<file path="src/design/fltpm_pkg.sv">
// Package: shared types and constants of the four-level page table manager.
`timescale 1ns / 1ps

package fltpm_pkg;

   localparam int TABLE_PAGES       = 64;
   localparam int ENTRIES_PER_TABLE = 512;
   localparam int FRAME_BITS        = 40;

   localparam int INDEX_W  = $clog2(ENTRIES_PER_TABLE);
   localparam int PAGE_W   = $clog2(TABLE_PAGES);
   localparam int NF_W     = $clog2(TABLE_PAGES + 1);
   localparam int ADDR_W   = PAGE_W + INDEX_W;
   localparam int DEPTH    = TABLE_PAGES * ENTRIES_PER_TABLE;
   localparam int ENTRY_W  = 42;
   localparam int VPN_W    = 36;
   localparam int RESULT_W = 40;

   localparam logic [1:0] CMD_MAP   = 2'd0;
   localparam logic [1:0] CMD_WALK  = 2'd1;
   localparam logic [1:0] CMD_UNMAP = 2'd2;
   localparam logic [1:0] CMD_REMAP = 2'd3;

   localparam logic [1:0] ST_DONE        = 2'd0;
   localparam logic [1:0] ST_NOT_PRESENT = 2'd1;
   localparam logic [1:0] ST_POOL_EMPTY  = 2'd2;

   localparam logic [1:0] SEL_ZERO = 2'd0;
   localparam logic [1:0] SEL_LEAF = 2'd1;
   localparam logic [1:0] SEL_VPN  = 2'd2;

   localparam logic [1:0] LEAF_LEVEL = 2'd3;

   typedef struct packed {
      logic [1:0]       cmd;
      logic [VPN_W-1:0] virt_page;
      logic [39:0]      frame;
      logic [VPN_W-1:0] target_virt_page;
   } req_type;

   typedef struct packed {
      logic [RESULT_W-1:0] result_page;
      logic [1:0]          status;
   } rsp_type;

   typedef struct packed {
      logic       load_req;
      logic       clear_wr;
      logic       mem_rd;
      logic       descend;
      logic       switch_target;
      logic       unmap_wr;
      logic       clr_old_wr;
      logic       build_wr;
      logic       respond;
      logic [1:0] rsp_status;
      logic [1:0] rsp_sel;
   } ctl_type;

   typedef struct packed {
      logic       clear_done;
      logic       child_ok;
      logic       leaf_zero;
      logic       pool_ok;
      logic       phase;
      logic [1:0] level;
      logic [1:0] cmd;
   } sts_type;

endpackage

</file>
<file path="src/design/fltpm_ctrl.sv">
// Controller: state machine sequencing clearing, walks and table builds.
`timescale 1ns / 1ps

module fltpm_ctrl (
   input  logic               clock,
   input  logic               reset,
   input  logic               start,
   input  fltpm_pkg::sts_type sts,
   output fltpm_pkg::ctl_type ctl,
   output logic               busy
);

   localparam logic [2:0] S_CLEAR   = 3'd0;
   localparam logic [2:0] S_IDLE    = 3'd1;
   localparam logic [2:0] S_READ    = 3'd2;
   localparam logic [2:0] S_CHECK   = 3'd3;
   localparam logic [2:0] S_CLR_OLD = 3'd4;
   localparam logic [2:0] S_BUILD   = 3'd5;

   logic [2:0] state_ff, state_in;
   logic       needs_build;
   logic [2:0] build_entry;

   assign needs_build = (sts.cmd == fltpm_pkg::CMD_MAP) ||
                        (sts.cmd == fltpm_pkg::CMD_REMAP && sts.phase);
   assign build_entry = (sts.cmd == fltpm_pkg::CMD_REMAP) ? S_CLR_OLD : S_BUILD;

   always_comb begin
      ctl      = '0;
      state_in = state_ff;
      case (state_ff)
         S_CLEAR: begin
            ctl.clear_wr = 1'b1;
            if (sts.clear_done) begin
               state_in = S_IDLE;
            end
         end
         S_IDLE: begin
            if (start) begin
               ctl.load_req = 1'b1;
               state_in     = S_READ;
            end
         end
         S_READ: begin
            ctl.mem_rd = 1'b1;
            state_in   = S_CHECK;
         end
         S_CHECK: begin
            if (sts.level != fltpm_pkg::LEAF_LEVEL) begin
               if (sts.child_ok) begin
                  ctl.descend = 1'b1;
                  state_in    = S_READ;
               end else if (needs_build && sts.pool_ok) begin
                  state_in = build_entry;
               end else begin
                  ctl.respond    = 1'b1;
                  ctl.rsp_sel    = fltpm_pkg::SEL_ZERO;
                  ctl.rsp_status = needs_build ? fltpm_pkg::ST_POOL_EMPTY
                                               : fltpm_pkg::ST_NOT_PRESENT;
                  state_in       = S_IDLE;
               end
            end else if (needs_build) begin
               state_in = build_entry;
            end else begin
               case (sts.cmd)
                  fltpm_pkg::CMD_WALK: begin
                     ctl.respond    = 1'b1;
                     ctl.rsp_sel    = fltpm_pkg::SEL_LEAF;
                     ctl.rsp_status = fltpm_pkg::ST_DONE;
                     state_in       = S_IDLE;
                  end
                  fltpm_pkg::CMD_UNMAP: begin
                     ctl.unmap_wr   = 1'b1;
                     ctl.respond    = 1'b1;
                     ctl.rsp_sel    = fltpm_pkg::SEL_ZERO;
                     ctl.rsp_status = fltpm_pkg::ST_DONE;
                     state_in       = S_IDLE;
                  end
                  fltpm_pkg::CMD_REMAP: begin
                     if (sts.leaf_zero) begin
                        ctl.respond    = 1'b1;
                        ctl.rsp_sel    = fltpm_pkg::SEL_ZERO;
                        ctl.rsp_status = fltpm_pkg::ST_NOT_PRESENT;
                        state_in       = S_IDLE;
                     end else begin
                        ctl.switch_target = 1'b1;
                        state_in          = S_READ;
                     end
                  end
                  default: begin
                     state_in = S_IDLE;
                  end
               endcase
            end
         end
         S_CLR_OLD: begin
            ctl.clr_old_wr = 1'b1;
            state_in       = S_BUILD;
         end
         S_BUILD: begin
            ctl.build_wr = 1'b1;
            if (sts.level == fltpm_pkg::LEAF_LEVEL) begin
               ctl.respond    = 1'b1;
               ctl.rsp_sel    = fltpm_pkg::SEL_VPN;
               ctl.rsp_status = fltpm_pkg::ST_DONE;
               state_in       = S_IDLE;
            end
         end
         default: begin
            state_in = S_IDLE;
         end
      endcase
   end

   always_ff @(posedge clock) begin
      if (reset) begin
         state_ff <= S_CLEAR;
      end else begin
         state_ff <= state_in;
      end
   end

   assign busy = (state_ff != S_IDLE);

   a_resp_ends_item: assert property (@(posedge clock) disable iff (reset)
      ctl.respond |=> state_ff == S_IDLE)
      else $error("item not closed after response");

   a_accept_busy: assert property (@(posedge clock) disable iff (reset)
      ctl.load_req |=> busy)
      else $error("busy not raised after accepting an item");

   a_clear_first: assert property (@(posedge clock) disable iff (reset)
      (state_ff == S_CLEAR) |-> !ctl.load_req && !ctl.respond)
      else $error("item handled during clearing pass");

endmodule

</file>
<file path="config.mk">
export PLATFORM = sky130hd
export DESIGN_NAME = fltpm_ctrl
export DESIGN_NICKNAME = d
export VERILOG_FILES = /design/src/design/fltpm_pkg.sv /design/src/design/fltpm_ctrl.sv
export SDC_FILE = /design/constraint.sdc
export NUM_CORES = 1
export LEC_CHECK = 0
export BUFFER_PORTS_ARGS = -buffer_cell sky130_fd_sc_hd__buf_2
export CORE_AREA = 2 2 39 41
export CTS_CLUSTER_SIZE = 30
export DETAILED_ROUTE_END_ITERATION = 12
export DIE_AREA = 0 0 41 43
export PLACE_DENSITY = 0.68
export SYNTH_ARGS = -nofsm -noshare
export SYNTH_HDL_FRONTEND = slang
export SYNTH_SLANG_ARGS = --single-unit
</file>
<file path="constraint.sdc">
create_clock -name clock -period 1.2 [get_ports clock]
set_input_delay 0.12 -clock clock [delete_from_list [all_inputs] [get_ports clock]]
set_output_delay 0.12 -clock clock [all_outputs]
set_load 0.01 [all_outputs]
</file>
==> run summary <==
The combinational fraction of design power was 0.372; the number of sinks driven by the clock tree was 3. The analysis attributes to net switching a power of 147 µW. Number of cells after detailed placement: 107. By area the synthesized netlist is led by sky130_fd_sc_hd__dfxtp_1, sky130_fd_sc_hd__buf_6, sky130_fd_sc_hd__nor2_1.

At the placement stage, the worst setup path has a slack of -0.112 ns. The run finished, with violations left. Entering global routing, the biggest net connects 7 pins. The worst clock skew came out at 0.000737 ns.

The setup path with the least slack is of type reg2out. Synthesis-to-layout area growth: 87.8%. Among cell families on the critical path, the largest total delay comes from simple AND/OR/NAND/NOR gates.

Maximum clock frequency: 678 MHz. STA classifies the critical path endpoint as an output port. In this run the clock root is driven by a sky130_fd_sc_hd__clkbuf_4. For the worst max-slew margin expressed relative to the limit, the log shows 0.799. The tools report the startpoint of the worst register-to-register path as state_ff[2]. The clock-pin slew on the worst setup and hold paths was 0.04 ns; the worst endpoint data arrival time was 1.35 ns. In this run the number of cells on the critical path is 4. After synthesis, the netlist uses 34 different library cells. The total buffers and inverters traversed by the critical path is 2, and the core box area is 1380 µm².

TritonCTS built the clock tree. The run gives 0.140 as the sequential fraction of the synthesis area. Buffers placed on the I/O ports in this run total 25. The logs give 1760 µm² for the area enclosed by the die boundary and 0.311 for the starting density of the core. Setup repair after global routing could not meet its margin everywhere. The floorplan step set the die height to 43 µm.

The top cell type by total area after synthesis was sky130_fd_sc_hd__dfxtp_1. The mean instance size in the synthesized netlist was 7.83 µm². The logs give -0.274 ns for the least setup slack across all paths after layout and 0.584 for the share of the core filled with cells in the final layout. Counting flops per register, the top entry is state_ff. The repair_antennas step left the layout with diodes totalling 0.

The tools report the overall power consumption as 465 µW. The logs give 1.03 mm for the placed wire-length estimate after detailed placement and 1.34 mm for the routed wire length. The switching power share of the total is 0.316.

The synthesized design contains 3 register bits. For the clock latency of the later-clocked register in the worst-skew pair, the log shows 0.24 ns. The tools report the data required time at the worst endpoint as 1.08 ns. The number of antenna-violating nets in the routed design is 0, and the number of top-level pins is 26. Width of the chip: 41 µm. In the routed layout, each cell is associated on average with a via count of 4.98. The worst register-to-register path has a depth of 4.

The largest registers in the layout are state_ff: 3 flops. The tools report the remaining routing DRC violations as 0. The run gives -0.18 ns as the setup slack of the worst register-to-register path. The longest individual stage delay on the worst path works out to 0.49 ns. The top cell type's share of synthesized area was 0.140. Counting every net in the synthesized netlist gives 67. For this run the aggregate overflow at the end of global routing stands at 0. The max-cap violation count is 0.

The logs give 0.238 for the portion of total power attributed to sequential cells and 55 for the post-synthesis instance total. Routability-driven placement finished with a final weighted congestion of 0.794. The initialized floorplan defines 14 standard-cell rows. Counting I/O delays and the setup requirement, the final critical path takes 1.47 ns. The number of antenna violations at the first check in global routing was 0. Combined area of all synthesized cells: 430 µm². The routed layout has 563 vias. STA classifies the critical path startpoint as a flop.

The internal portion of the total power is 318 µW. The number of DRC markers after the initial detailed-route iteration was 3; the hold buffer count at CTS was 0. For the overall global routing resource usage, the log shows 0.178. The tools report the critical path endpoint as ctl[8].

The first detailed-routing pass ran for 3 iterations. The share of post-route cells with drive strength above 1 was 0.732; the share of the cycle needed by the critical path after routing was 1.23. During synthesis, Yosys emitted a total of 0 warnings.

The logs give 0.333 mV for the worst IR drop on VDD and 0 for the final-report max-slew violation count. The maximum root-to-sink buffer count came out at 2. The critical path goes through nand3b_4, or4_4, inv_2, buf_6. The tools report the launching element of the worst setup path as state_ff[2]. The tools report the end of the worst register-to-register path as state_ff[1].

The final reports fail on setup timing. The power share of the clock group is 0.390, and the leakage power summed over all cells is 0.411 nW. The maximum net fanout on the critical path is 3. For the TritonCTS buffer count, the log shows 3. The type of the worst min-delay path was in2reg.

After detailed routing, the average wire length per cell comes to 11.8 µm. On the critical path, the stage with the largest delay is an instance of sky130_fd_sc_hd__or4_4. The finished layout holds 113 standard cells, fillers aside. The count of endpoints failing hold in the final timing report was 0; the power density relative to cell area was 576 nW/µm².

The flip-flop count of the largest register after layout was 3. The number of global-route vias before repair is 541, and the measured slew at the worst slew-check pin is 0.299 ns. The tools report the total number of H-tree levels as 1. The wire length of the first global-routing pass was 2.12 mm; the total setup violations reported at the end of the flow was 15.

The final layout contains 110 nets.
-- cell families after synthesis --
| kind of cell | Yosys count | share of synthesized area |
|---|---|---|
| DFF | 3 | 0.140 |
| buffers and inverters | 6 | 0.110 |
| and+or+nand+nor | 28 | 0.427 |
| AOI/OAI and AO/OA | 18 | 0.323 |
-- per-layer routing --
metal / vias to the layer above / global-route usage / wire length (µm)
met2: 19 / 0.306 / 729
met4: 0 / 0.100 / 21
met5: - / 0 / 0
met3: 2 / 0.0314 / 50
li1: 290 / - / -
met1: 252 / 0.186 / 537
-- synth_stat cells, drive strengths merged --
cell type	n
a211oi	2
a21bo	1
a21o	1
a21oi	4
a221o	1
a221oi	1
a31o	1
a41oi	1
and2	1
and2b	1
and3b	1
buf	2
clkbuf	1
dfxtp	3
inv	3
nand2	4
nand2b	1
nand3	1
nand3b	2
nor2	6
nor3	2
nor3b	3
nor4b	1
o211ai	1
o21ai	2
o21bai	1
o22a	1
o32ai	1
or2	2
or2b	1
or3b	1
or4	1
-- cell usage in the layout, fill, tap and decap left out, types with 2 or more instances in the layout --
cell	instances
sky130_fd_sc_hd__buf_4	12
sky130_fd_sc_hd__dfxtp_4	2
sky130_fd_sc_hd__buf_2	20
sky130_fd_sc_hd__inv_1	2
sky130_fd_sc_hd__clkbuf_4	3
sky130_fd_sc_hd__nand2_1	3
sky130_fd_sc_hd__nor2_1	4
sky130_fd_sc_hd__o21ai_0	2
sky130_fd_sc_hd__a21oi_1	3
sky130_fd_sc_hd__buf_6	9
sky130_fd_sc_hd__nor3b_2	2
sky130_fd_sc_hd__nor3_2	2
sky130_fd_sc_hd__nor2_4	2
-- repair_timing --
item / CTS / global route
endpoints found under the setup margin: 16 / 16
gates resized for setup: 16 / 10
endpoints found under the hold margin: 0 / 0
setup buffers: 1 / 1
pin swaps: 2 / 3
-- worst register-to-register path, delay by kind of cell, from the launching register on --
| family | cells | cell delay, ns |
|---|---|---|
| AOI/OAI and AO/OA | 1 | 0.19 |
| and+or+nand+nor | 2 | 0.65 |
| DFF | 1 | 0.31 |
| buffers and inverters | 1 | 0.15 |
-- layout make-up --
cell class              count  area [µm²]
clock buffers               4        26.3
fillers                   144         576
inverters                   3        11.3
multi-input cells          46         390
flip-flops and latches      3        68.8
well taps                  16        20.0
repair buffers             41         292
-- worst min-delay path by stage --
stage | end | slack (ns) | from | cells past startpoint
6_report | state_ff[2] | 0.08 | reset | 2
2_1_floorplan | state_ff[1] | 0.18 | reset | 1
4_1_cts | state_ff[1] | 0.07 | reset | 2
3_3_place_gp | state_ff[1] | 0.33 | reset | 2
3_5_place_dp | state_ff[1] | 0.33 | reset | 2
5_1_grt | state_ff[1] | 0.09 | reset | 2
-- per-stage QoR --
| stage | setup TNS, ns | hold WS, ns | area, µm² |
|---|---|---|---|
| 2_1_floorplan | -0.309 | 0.185 | 454 |
| 3_3_place_gp | -0.445 | 0.328 | 668 |
| 3_5_place_dp | -0.608 | 0.329 | 668 |
| 4_1_cts | -2.67 | 0.0697 | 764 |
| 5_1_grt | -2.99 | 0.0858 | 808 |
| 6_report | -2.29 | 0.0812 | 808 |
-- power groups by stage --
stage | registers [mW] | logic, mW | clock network (mW)
after floorplan | 0.113 | 0.0827 | 0
after global placement | 0.113 | 0.143 | 0
after detailed placement | 0.113 | 0.146 | 0
after CTS | 0.111 | 0.164 | 0.186
after global routing | 0.112 | 0.190 | 0.201
final | 0.111 | 0.173 | 0.181
(Power assumes the default switching activity.)
